===== src/hw/rtl/assert_macros.svh =====
// Assertion macros used by the RTL top level of the film drive interlock.
`ifndef ASSERT_MACROS_SVH
`define ASSERT_MACROS_SVH

// Checks that a condition holds at every rising clock edge outside reset.
`define FDCI_ASSERT(lbl, clk, rst_n, cond, msg) \
    lbl: assert property (@(posedge clk) disable iff (!rst_n) (cond)) else $error(msg);

// Checks that a trigger is followed by a consequence in the next cycle.
`define FDCI_ASSERT_NEXT(lbl, clk, rst_n, trig, cons, msg) \
    lbl: assert property (@(posedge clk) disable iff (!rst_n) (trig) |=> (cons)) \
        else $error(msg);

`endif


===== src/hw/rtl/fdci_pkg.sv =====
// Types, bit positions and helpers for the film drive clutch interlock.
package fdci_pkg;

    // Bit positions in the inverted button byte.
    localparam int unsigned BTN_FW1    = 7;
    localparam int unsigned BTN_REV1   = 6;
    localparam int unsigned BTN_FW2    = 5;
    localparam int unsigned BTN_REV2   = 4;
    localparam int unsigned BTN_FW3    = 3;
    localparam int unsigned BTN_REV3   = 2;
    localparam int unsigned BTN_FWALL  = 1;
    localparam int unsigned BTN_REVALL = 0;

    // Bit positions in the clutch force word.
    localparam int unsigned CL_BLK1 = 0;
    localparam int unsigned CL_BLK2 = 1;
    localparam int unsigned CL_BLK3 = 2;
    localparam int unsigned CL_MAIN = 3;

    localparam int unsigned BTN_W    = 8;
    localparam int unsigned FB_W     = 3;
    localparam int unsigned CLUTCH_W = 4;
    localparam int unsigned MODE_W   = 2;

    // Reported mode codes.
    localparam logic [MODE_W-1:0] CODE_IDLE    = 2'd0;
    localparam logic [MODE_W-1:0] CODE_PREPARE = 2'd1;
    localparam logic [MODE_W-1:0] CODE_MOVING  = 2'd2;
    localparam logic [MODE_W-1:0] CODE_HALT    = 2'd3;

    typedef enum logic [3:0] {
        MODE_IDLE    = 4'b0001,
        MODE_PREPARE = 4'b0010,
        MODE_MOVING  = 4'b0100,
        MODE_HALT    = 4'b1000
    } mode_t;

    typedef struct packed {
        mode_t                 mode;
        logic [CLUTCH_W-1:0]   clutch;
        logic                  reverse;
        logic                  enable;
    } state_t;

    function automatic logic [MODE_W-1:0] mode_code(input mode_t m);
        logic [MODE_W-1:0] code;
        unique case (m)
            MODE_IDLE:    code = CODE_IDLE;
            MODE_PREPARE: code = CODE_PREPARE;
            MODE_MOVING:  code = CODE_MOVING;
            MODE_HALT:    code = CODE_HALT;
            default:      code = CODE_IDLE;
        endcase
        return code;
    endfunction

endpackage


===== src/hw/rtl/fdci_step.sv =====
// Button decode and next-state logic for one poll tick of the interlock.
module fdci_step (
    input  fdci_pkg::state_t                  cur,
    input  logic [fdci_pkg::BTN_W-1:0]        buttons_n,
    input  logic [fdci_pkg::FB_W-1:0]         feedback,
    input  logic                              inhibit,
    input  logic                              kill_ok,
    output fdci_pkg::state_t                  nxt
);

    logic [fdci_pkg::BTN_W-1:0] cmd;
    logic                       all_blk;
    logic                       m1;
    logic                       m2;
    logic                       m3;
    logic                       fw;
    logic                       rev;
    logic                       fb_match;

    assign cmd     = ~buttons_n;
    assign all_blk = cmd[fdci_pkg::BTN_FWALL] | cmd[fdci_pkg::BTN_REVALL];
    assign m1      = all_blk | cmd[fdci_pkg::BTN_FW1] | cmd[fdci_pkg::BTN_REV1];
    assign m2      = all_blk | cmd[fdci_pkg::BTN_FW2] | cmd[fdci_pkg::BTN_REV2];
    assign m3      = all_blk | cmd[fdci_pkg::BTN_FW3] | cmd[fdci_pkg::BTN_REV3];
    assign fw      = cmd[fdci_pkg::BTN_FW1] | cmd[fdci_pkg::BTN_FW2]
                   | cmd[fdci_pkg::BTN_FW3] | cmd[fdci_pkg::BTN_FWALL];
    assign rev     = cmd[fdci_pkg::BTN_REV1] | cmd[fdci_pkg::BTN_REV2]
                   | cmd[fdci_pkg::BTN_REV3] | cmd[fdci_pkg::BTN_REVALL];
    assign fb_match = (feedback[0] == m1) && (feedback[1] == m2) && (feedback[2] == m3);

    always_comb
    begin
        nxt = cur;
        if (!kill_ok)
        begin
            nxt.clutch  = '0;
            nxt.reverse = 1'b0;
            nxt.enable  = 1'b0;
            nxt.mode    = fdci_pkg::MODE_HALT;
        end
        else
        begin
            unique case (cur.mode)
                fdci_pkg::MODE_IDLE:
                begin
                    // Only a request in a single direction starts preparation.
                    if (fw ^ rev)
                    begin
                        nxt.clutch[fdci_pkg::CL_MAIN] = 1'b1;
                        nxt.clutch[fdci_pkg::CL_BLK1] = ~m1;
                        nxt.clutch[fdci_pkg::CL_BLK2] = ~m2;
                        nxt.clutch[fdci_pkg::CL_BLK3] = ~m3;
                        nxt.reverse = rev;
                        nxt.mode    = fdci_pkg::MODE_PREPARE;
                    end
                end
                fdci_pkg::MODE_PREPARE:
                begin
                    if (cmd == '0)
                    begin
                        nxt.reverse = 1'b0;
                        nxt.clutch  = '0;
                        nxt.mode    = fdci_pkg::MODE_IDLE;
                    end
                    else if (!inhibit && fb_match)
                    begin
                        nxt.enable = 1'b1;
                        nxt.mode   = fdci_pkg::MODE_MOVING;
                    end
                end
                fdci_pkg::MODE_MOVING:
                begin
                    // Release, or a reverse request while moving forward, drops back to preparing; clutches stay.
                    if ((cmd == '0) || (!cur.reverse && rev))
                    begin
                        nxt.reverse = 1'b0;
                        nxt.enable  = 1'b0;
                        nxt.mode    = fdci_pkg::MODE_PREPARE;
                    end
                end
                default:
                begin
                    nxt.clutch  = '0;
                    nxt.reverse = 1'b0;
                    nxt.enable  = 1'b0;
                    nxt.mode    = fdci_pkg::MODE_IDLE;
                end
            endcase
        end
    end

endmodule


===== src/hw/rtl/film_drive_clutch_interlock.sv =====
// Top level of the film drive clutch interlock: input stage, state and result register.
//
// Use: each input word is one poll tick carrying the active-low move buttons,
// the three clutch feedback switches, the start inhibit and the kill switch
// line. Both channels are valid/ready; a word moves when valid and ready are
// high at a rising clock edge. Every input word yields exactly one output
// word: the clutch force pattern, the reverse and motor relay drives and the
// mode code, all as they stand after that tick.
// A word accepted into the input register is decoded, and the state update
// loads the result into the state register, where out_valid rises. The state
// register is also the result register. Throughput is one word per cycle
// while the receiver does not stall.
// When the receiver stalls, the result and the state hold, the input
// register keeps one more word and then in_ready drops; no word is lost.
// Reset (rst_n low) empties both stages and puts the block in idle with all
// relay and clutch outputs cleared.
`include "assert_macros.svh"

module film_drive_clutch_interlock (
    input  logic                                clk,
    input  logic                                rst_n,
    input  logic                                in_valid,
    output logic                                in_ready,
    input  logic [fdci_pkg::BTN_W-1:0]          move_buttons_n,
    input  logic [fdci_pkg::FB_W-1:0]           feedback_switches,
    input  logic                                start_inhibit,
    input  logic                                kill_released,
    output logic                                out_valid,
    input  logic                                out_ready,
    output logic [fdci_pkg::CLUTCH_W-1:0]       clutch_force,
    output logic                                motor_reverse,
    output logic                                motor_enable,
    output logic [fdci_pkg::MODE_W-1:0]         mode_now
);

    logic                         stage_valid_reg;
    logic [fdci_pkg::BTN_W-1:0]   buttons_reg;
    logic [fdci_pkg::FB_W-1:0]    feedback_reg;
    logic                         inhibit_reg;
    logic                         kill_ok_reg;
    logic                         out_valid_reg;
    fdci_pkg::state_t             state_reg;
    fdci_pkg::state_t             state_next;
    logic                         out_free;
    logic                         advance;
    logic                         in_take;

    assign out_free = !out_valid_reg || out_ready;
    assign advance  = stage_valid_reg && out_free;
    assign in_ready = !stage_valid_reg || out_free;
    assign in_take  = in_valid && in_ready;

    fdci_step u_step (
        .cur       (state_reg),
        .buttons_n (buttons_reg),
        .feedback  (feedback_reg),
        .inhibit   (inhibit_reg),
        .kill_ok   (kill_ok_reg),
        .nxt       (state_next)
    );

    always_ff @(posedge clk or negedge rst_n)
    begin
        if (!rst_n)
        begin
            stage_valid_reg <= 1'b0;
        end
        else if (in_ready)
        begin
            stage_valid_reg <= in_valid;
        end
    end

    always_ff @(posedge clk)
    begin
        if (in_take)
        begin
            buttons_reg  <= move_buttons_n;
            feedback_reg <= feedback_switches;
            inhibit_reg  <= start_inhibit;
            kill_ok_reg  <= kill_released;
        end
    end

    always_ff @(posedge clk or negedge rst_n)
    begin
        if (!rst_n)
        begin
            out_valid_reg     <= 1'b0;
            state_reg.mode    <= fdci_pkg::MODE_IDLE;
            state_reg.clutch  <= '0;
            state_reg.reverse <= 1'b0;
            state_reg.enable  <= 1'b0;
        end
        else
        begin
            if (out_free)
            begin
                out_valid_reg <= stage_valid_reg;
            end
            if (advance)
            begin
                state_reg <= state_next;
            end
        end
    end

    assign out_valid     = out_valid_reg;
    assign clutch_force  = state_reg.clutch;
    assign motor_reverse = state_reg.reverse;
    assign motor_enable  = state_reg.enable;
    assign mode_now      = fdci_pkg::mode_code(state_reg.mode);

    `FDCI_ASSERT(a_enable_only_moving, clk, rst_n,
        !state_reg.enable || (state_reg.mode == fdci_pkg::MODE_MOVING),
        "motor enabled outside the moving mode")
    `FDCI_ASSERT(a_halt_outputs_clear, clk, rst_n,
        (state_reg.mode != fdci_pkg::MODE_HALT)
        || ((state_reg.clutch == '0) && !state_reg.reverse && !state_reg.enable),
        "outputs not cleared in the halt")
    `FDCI_ASSERT(a_reverse_mode, clk, rst_n,
        !state_reg.reverse || (state_reg.mode == fdci_pkg::MODE_PREPARE)
        || (state_reg.mode == fdci_pkg::MODE_MOVING),
        "reverse relay driven while idle or halted")
    `FDCI_ASSERT_NEXT(a_advance_gives_word, clk, rst_n, advance, out_valid_reg,
        "state update without an output word")
    `FDCI_ASSERT_NEXT(a_stall_holds_state, clk, rst_n,
        out_valid_reg && !out_ready, $stable(state_reg),
        "state changed while the output word was stalled")

endmodule


===== config.mk =====
export PLATFORM = sky130hd
export DESIGN_NAME = film_drive_clutch_interlock
export DESIGN_NICKNAME = d
export VERILOG_FILES = /design/src/hw/rtl/fdci_pkg.sv /design/src/hw/rtl/fdci_step.sv /design/src/hw/rtl/film_drive_clutch_interlock.sv
export VERILOG_INCLUDE_DIRS = /design/src /design/src/hw/rtl
export SDC_FILE = /design/constraint.sdc
export NUM_CORES = 1
export LEC_CHECK = 0
export BUFFER_PORTS_ARGS = -buffer_cell sky130_fd_sc_hd__buf_2
export CAP_MARGIN = 15
export CORE_ASPECT_RATIO = 1.25
export CORE_MARGIN = 10
export CORE_UTILIZATION = 53
export DETAILED_ROUTE_END_ITERATION = 12
export PLACE_DENSITY = 0.84
export REMOVE_ABC_BUFFERS = 1
export SLEW_MARGIN = 30
export SYNTH_ARGS = -nofsm -noshare
export SYNTH_HDL_FRONTEND = slang
export SYNTH_SLANG_ARGS = --single-unit

===== constraint.sdc =====
create_clock -name clk -period 2.6 [get_ports clk]
set_clock_uncertainty 0.2 [all_clocks]
set_input_delay 0.13 -clock clk [delete_from_list [all_inputs] [get_ports clk]]
set_output_delay 0.13 -clock clk [all_outputs]
set_load 0.005 [all_outputs]

==> summary.txt <==
GRT
  • Global-route wire length before repair: 5.00 mm
  • Aggregate global routing overflow: 0
  • Total GRT Usage: 13.1%
  • Vias in the first global route: 1034
  • Pin count of the biggest net entering global routing: 15
  • Initial antenna violation count: 0

Synth
  • Synthesized flop and latch total: 25
  • Number of flops mapped to enable cells by yosys: 13
  • Seq/Total Area, Yosys: 53.0%
  • Cell Area, Synth: 1310 µm²
  • Main synth FF type: edfxtp_1
  • Async S/R FF share, synth: 48.0%
  • Synth Warn #: 0
  • Mapped Cells: 101
  • Avg Inst Size Synth: 12.9 µm²
  • Post-synth cell types: 42

Route
  • Drt pass-1 iters: 4
  • Drt via density: 5.44
  • Detailed Route Iter0 Violations: 36
  • Post-route ant nets: 0
  • DRC Markers: 0
  • Routed via count: 968
  • Wirelength, routed: 3.02 mm
  • Drt wl/cell: 17.0 µm

STA
  • Tmin final: 2270 ps
  • Relative slew slack: 64.4%
  • Endpoints failing hold: 0
  • Period utilization: 87.1%
  • Count of final setup violators: 0
  • Setup TNS: 0 ps
  • Worst Max-Slew Pin Slew: 527 ps
  • Hold slack: 296 ps
  • Highest Clock Rate: 441 MHz
  • RSZ-0062 raised after global routing: no
  • Max Slew Vio Count: 0

Clock tree
  • # clock sinks: 25
  • Root Driver: clkbuf_4
  • Setup bufs post-CTS: 0
  • Number of buffers created by CTS: 3
  • CTS tree: done
  • Clk_lat worst skew: 330 ps
  • Clock-pin slew on the worst setup and hold paths: 140 ps
  • Maximum clock insertion buffer count: 2
  • H-tree depth: 1

Power and ir drop
  • Peak supply drop: 0.460 mV
  • Tot Pwr: 1.02 mW
  • PwrDens: 617 nW/µm²
  • Lkg Pwr: 0.675 nW

Cells and area
  • Number of flip-flops under the largest register name: 8
  • Fill count: 187
  • NumNets Final: 163
  • Layout cell share with drive strength beyond 1: 33.1%
  • Synthesis-to-layout area growth: 27.0%
  • Diodes inserted: 0

Worst setup path
  • Critical path data arrival time: 2290 ps
  • Worst Path Max Fanout: 10
  • Data required time of the critical path: 2620 ps
  • Worst r2r path cells: 5
  • Worst flop-to-flop path endpoint: state_reg[7]
  • Worst R2R Setup Slack: 330 ps
  • Crit-path slowest cell: dfrtp_1
  • Setup crit start: state_reg[8]
  • Crit end category: flip-flop
  • Crit path launch type: flip-flop
  • Worst-path cell chain: inv_1 > nor4_2 > o22ai_2 > o221ai_2 > mux2_1
  • R2r startpoint: state_reg[8]
  • Setup CP Type: flip-flop to flip-flop
  • End of the critical path: state_reg[7]
  • Delay of the slowest cell on the worst path: 600 ps

Floorplan
  • I/O pins: 27
  • Core area: 2400 µm²
  • Die width: 64.4 µm
  • Die height: 75.5 µm
  • Die Area: 4860 µm²
  • Rows: 20
  • Initial Utilization: 54.4%

Flow run
  • Max_cap viols: 0

Placement
  • DP HPWL: 2.04 mm
  • IO buf count: 26
  • Routability Congestion: 0.839

Worst hold path
  • Hold Path Class: primary input to flip-flop
  • HP Start: move_buttons_n[0]

Run status
  • Status: complete, no violations
## cell type report
type | count | area, µm² | area share (%)
sequential | 25 | 692 | 41.7
multi-input combinational | 65 | 546 | 32.9
timing repair buffer | 47 | 335 | 20.2
tap | 33 | 41.3 | 2.49
clock buffer | 3 | 22.5 | 1.36
inverter | 4 | 17.5 | 1.06
clock inverter | 1 | 5.00 | 0.302
## per-stage QoR
step           util [%]  instance area [µm²]  setup WS (ps)  instances
2_1_floorplan         -                 1250            430         94
3_3_place_gp       60.0                 1440            395        155
3_5_place_dp       60.0                 1440            395        155
4_1_cts            69.1                 1660            362        178
5_1_grt            69.1                 1660            244        178
6_report           69.1                 1660            334        178
## worst min-delay path by stage
stage / cells past startpoint / endpoint / slack [ps]
2_1_floorplan: 0 / clutch_force[0] / -370
3_3_place_gp: 1 / state_reg[9] / -180
3_5_place_dp: 1 / state_reg[9] / -170
4_1_cts: 2 / buttons_reg[0] / 290
5_1_grt: 2 / feedback_reg[0] / 300
6_report: 2 / buttons_reg[0] / 300
## layout by cell type, fill, tap and decap left out, types with 2 or more instances in the layout
master / netlist / routed
dfrtp_1: 11 / 11
xnor2_1: 3 / 3
xor2_1: 4 / 4
and2_1: 2 / 2
inv_1: 3 / 3
o211ai_1: 3 / 3
o21ai_0: 3 / 3
nand4_1: 5 / 5
and4_1: 2 / 2
nor4_2: 3 / 3
nor3_1: 3 / 3
clkbuf_4: 0 / 3
mux2_4: 4 / 4
nand2b_1: 3 / 3
buf_4: 4 / 2
nor2_1: 4 / 4
buf_2: 2 / 26
dlygate4sd3_1: 0 / 19
nand2_1: 5 / 5
edfxtp_1: 13 / 13
## cells in the mapped netlist (all sizes together), types with 2 or more instances
master,count,area (µm²)
nand2b,4,32.5
nor4,3,37.5
edfxtp,13,390
o211ai,3,22.5
o21ai,4,31.3
and4,2,17.5
nor3,3,15.0
nand4,5,31.3
nand2,5,18.8
nor2,4,15.0
inv,4,17.5
xnor2,3,26.3
and2,2,12.5
mux2,5,71.3
xor2,4,35.0
dfrtp,11,275
buf,7,51.3
## power by group
| group | switching, mW | internal (mW) |
|---|---|---|
| sequential | 0.0772 | 0.473 |
| combinational | 0.135 | 0.159 |
| clock | 0.121 | 0.0579 |
## critical path, delay by kind of cell, from the launching register on
family	cells	cell delay, ps
buffers and inverters	1	120
AO/OA/AOI/OAI	2	450
flip-flops	1	600
multiplexers	1	340
AND/OR/NAND/NOR	1	450
## what timing repair did
| item | CTS | global route |
|---|---|---|
| hold buffers | 19 | 0 |
| gates resized for setup | 0 | 0 |
| hold endpoints to repair | 27 | 0 |
| endpoints found under the setup margin | 0 | 0 |
## per-layer routing
metal	GRT usage (%)	routed length, µm	vias up
met5	0	0	-
met3	5.00	228	5
li1	-	-	468
met2	25.5	1660	24
met1	12.3	1080	471
met4	4.29	47	0
## cell families (layout without fill, tap and decap cells)
group	after synthesis	after routing	synth area share, %
simple gates	32	32	16.7
flops	25	25	53.0
compound gates	20	20	14.2
buf+inv	11	55	5.27
xor+xnor	7	7	4.69
mux	6	6	6.23
Power figures use the tool's default switching activity.
